$ cat src/design/mlfq_ram.sv
`default_nettype none
module mlfq_ram #(
    parameter int WIDTH = 8,
    parameter int DEPTH = 16
) (
    input  wire logic                     clk,
    input  wire logic                     we,
    input  wire logic [$clog2(DEPTH)-1:0] waddr,
    input  wire logic [WIDTH-1:0]         wdata,
    input  wire logic [$clog2(DEPTH)-1:0] raddr,
    output logic      [WIDTH-1:0]         rdata
);
    logic [WIDTH-1:0] mem [DEPTH];

    always_ff @(posedge clk)
    begin
        if (we)
        begin
            mem[waddr] <= wdata;
        end
        rdata <= mem[raddr];
    end
endmodule
`default_nettype wire

$ cat config.mk
export PLATFORM = sky130hd
export DESIGN_NAME = mlfq_ram
export DESIGN_NICKNAME = d
export VERILOG_FILES = /design/src/design/mlfq_ram.sv
export SDC_FILE = /design/constraint.sdc
export NUM_CORES = 1
export LEC_CHECK = 0
export ABC_AREA = 1
export BUFFER_PORTS_ARGS = -buffer_cell sky130_fd_sc_hd__buf_2
export CAP_MARGIN = 0
export CORE_MARGIN = 2
export CORE_UTILIZATION = 60
export CTS_BUF_LIST = sky130_fd_sc_hd__clkbuf_8
export DETAILED_ROUTE_END_ITERATION = 10
export PLACE_DENSITY_LB_ADDON = 0.3
export REMOVE_ABC_BUFFERS = 1
export SLEW_MARGIN = 20
export SYNTH_ARGS = -nofsm -noshare
export SYNTH_HDL_FRONTEND = slang
export SYNTH_SLANG_ARGS = --single-unit
$ cat constraint.sdc
create_clock -name clk -period 2.77 [get_ports clk]
set_input_delay 0.1385 -clock clk [delete_from_list [all_inputs] [get_ports clk]]
set_output_delay 0.1385 -clock clk [all_outputs]
set_load 0.03 [all_outputs]
=== Word-level counts from Yosys, hierarchy flattened ===
Memory sizes are Yosys's and may differ from the RTL's. A register that Yosys moved wholly into a read port is not among the register bits.
Cells that the tools add are included.
Widths: inputs -> output; s select.

* Memories kept: 1
* Output and inout port bits: 8
* Register bits: 0
* Bits of input ports: 18
* Word-level logic and storage cells: 3
* Memory bits (writable): 128

* Multiplexer cells: 2

{| class="wikitable"
|+ Memory list
! name !! words !! bits a word !! rd ports !! clocked after Yosys merged registers in !! wr ports !! line !! text
|-
| mem || 16 || 8 || 1 || 1 || 1 || 13 || <nowiki>logic [WIDTH-1:0] mem [DEPTH];</nowiki>
|}

{| class="wikitable"
|+ Operator list
! operator !! count
|-
| $mux 1 || 2
|}

=== Depth between registers and ports, before layout ===
* Depth in word-level cells: 2
* Depth in mapped cells: 8
* Mapped depth without buffers: 7

=== Least setup slack after synthesis ===
Ideal clock, no wire load.

* Path type: input to register
* From: input waddr[2]
* To: memory mem[10][0], enable pin
* Data required time: 2,400 ps
* Setup slack: 1,681 ps
* Setup time: 370 ps
* Arrival time: 719 ps
* Cell stages on the path: 2
* Buffers on the path: 0
* Cell sequence: nand3b_1 -> nor2_1

{| class="wikitable"
|+ RTL lines
! what !! line !! text
|-
| start: declaration || 8 || <nowiki>input wire logic [$clog2(DEPTH)-1:0] waddr,</nowiki>
|-
| end: declaration || 13 ||
|}

No word-level cell before the write port.

=== Worst setup path after layout ===
* From: input we
* To: memory mem[14][6], enable pin

* Word-level cells in the longest chain between the ends: 2

{| class="wikitable"
|+ RTL lines
! what !! line !! text
|-
| start: declaration || 7 || <nowiki>input wire logic we,</nowiki>
|-
| $mux 1 || 17 || <nowiki>if (we)</nowiki>
|-
| $mux 1 (implied by the code) || 19 || <nowiki>mem[waddr] <= wdata;</nowiki>
|}

No other way between the ends.

==> flow_metrics.tcl <==
set metrics [dict create \
    status "finished, final reports clean" \
    ioPinCount 26 \
    final_max_slew_viol_count 0 \
    worst_hold_path_type "in -> reg" \
    timing.max_cap.violations 0 \
    gr-total-overflow 0 \
    synth.avg_cell_area_um2 10.5 \
    cp.required_ps 2820 \
    grt_max_degree 65 \
    ctsResizeCount 0 \
    cp.depth 3 \
    wirelength_um 11700 \
    fin_tns_setup_ps 0 \
    drt_iter0_markers 440 \
    firstDrtPassIters 5 \
    htree_levels 4 \
    use_met1_pct 32.9 \
    pwr_density_cell_nw_per_um2 697 \
    cp_slowest_cell "nor2_1" \
    p_total_mw 4.45 \
    clk_latency_ps 430 \
    cpPeakStageDelay_ps 820 \
    cts-root-buf "clkbuf_8" \
    fp.coreArea_um2 9280 \
    top_usage_layer "met2" \
    p_leak_nw 2.76 \
    hold_violations 0 \
    grt.met3_usage_pct 4.72 \
    cts_tree "built" \
    critPathKind "in -> reg" \
    end_kind "flip-flop" \
    drtAntennaViolNets 0 \
    dpl_cell_area_um2 5920 \
    worst_ir_drop_vdd_uv 463 \
    grt_usage_pct 24.6 \
    die_w_um 102 \
    ys_seq_area_share_pct 69.4 \
    dp_hpwl_um 6890 \
    cts_setup_buffers 0 \
    grt_pass1_wl_um 18500 \
    start_kind "input port" \
    clk_pin_slew_worst_paths_ps 80 \
    max_slew_margin_pct 32.9 \
    critPathBufInv 1 \
    final_common_cell "nand2_1" \
    gp_congestion 0.803 \
    path_delay_family "simple AND/OR/NAND/NOR gates" \
    cts_buffer_depth 2 \
    layout-drive-gt1-share_pct 10.4 \
    vias_per_cell 5.30 \
    yosys.area.top_type "edfxtp_1" \
    tightest_slew_ps 1000 \
    max_clock_freq_ghz 0.830 \
    use_met2_pct 40.7 \
    rrSetupSlack_ps 1720 \
    grt_pass1_vias 3684 \
    areaGrowthSynthToFinish_pct 10.7 \
    holdPathStages 1 \
    cp.arrival_ps 1260 \
    layout_common_cells "nand2_1, edfxtp_1, inv_1, nand3_1, buf_2" \
    muxShareOfSynthArea_pct 0 \
    ff2ff_path_depth 6 \
    period_share_pct 43.5 \
    layout.nets 592 \
    diodes 0 \
    synth-simple-area-share_pct 21.0 \
    numCtsBuffers 17 \
    synth-compound-area-share_pct 0 \
    drc 0 \
    synth_top_area_share_pct 66.7 \
    rows 35 \
    portBuffers 25 \
    rsz0062_at_grt "false" \
    path_max_fanout 8 \
    design_area_um2 6380 \
    routedWlPerCell_um 16.3 \
    fin_crit_ps 1210 \
    setup-violations-final 0 \
    ys_types 12 \
    fp.dieH_um 102 \
    syn_area_um2 5770 \
    hold_ws_ps 86.1 \
    synth_top_family_by_area "simple AND/OR/NAND/NOR gates" \
    path_cells "buf_2 -> nand3_1 -> nor2_1" \
    synth_fa_ha_area_share_pct 0 \
    cts.sinks 136 \
    initial_core_util_pct 62.1 \
    synth_xor_area_share_pct 0 \
    yosys_register_bits 136 \
    ys_top_cells_by_area "edfxtp_1, nand2_1, nand3_1, inv_1, dfxtp_1" \
    hold_buffers 0 \
    via_count 3796 \
    antenna_found_initial 0 \
    synthesis.instances 551 \
    dieArea_um2 10400 \
    ys_warn_count 0 \
    fin_skew_ps 12.1 \
]
==> area by class of cell <==
cell class	count	area, um^2
repair buffers	28	160
flip-flops and latches	136	4000
clock inverters	15	225
well taps	129	161
inverters	102	383
clock buffers	17	234
multi-input cells	289	1210
fillers	688	2900
==> synth_stat cells <==
library cell / count
nand3_1: 97
nand2_1: 173
buf_4: 4
inv_2: 2
nor2_1: 17
edfxtp_1: 128
buf_2: 13
buf_1: 1
inv_1: 100
buf_6: 6
dfxtp_1: 8
nand3b_1: 2
==> state kept, by name, indices dropped and copies added, names as in the netlist <==
| register | cells |
|---|---|
| mem | 128 |
| rdata | 8 |
==> metrics by stage <==
step / utilization [%] / worst slack (ps) / cells
CTS: 68.7 / 1570 / 716
global placement: 63.8 / 1200 / 684
detailed placement: 63.8 / 1120 / 684
global route: 68.7 / 1510 / 716
finish: 68.7 / 1560 / 716
floorplan: - / 1650 / 527
==> layer usage <==
| layer | vias to the layer above | part of all wire, % |
|---|---|---|
| met4 | 0 | 1.5 |
| met1 | 1794 | 40 |
| met2 | 172 | 50 |
| met5 | - | 0 |
| met3 | 15 | 8.2 |
| li1 | 1815 | - |
==> logic make-up after synthesis <==
logic type / after synthesis
buf+inv: 126
simple gates: 289
flops: 136
==> worst reg2reg max path, cell delays in order (launching register included) <==
cell      delay [ps]
edfxtp_1         380
inv_1             70
nand2_1           50
nand3_1          120
nand3_1           90
nand3_1          170
nand2_1           70
==> final timing paths <==
check / startpoint / end
worst max-delay path: we / mem[14][6]
worst min-delay path: wdata[2] / mem[5][2]
worst max register to register: mem[2][7] / rdata[7]
worst min register to register: mem[11][7] / rdata[7]
==> report_power, final <==
group	leakage, nW	switching, mW	internal (mW)
combinational	1.31	0.210	0.0754
clock	0.224	0.776	1.08
sequential	1.22	0.0121	2.30
Power figures use the tool's default switching activity.
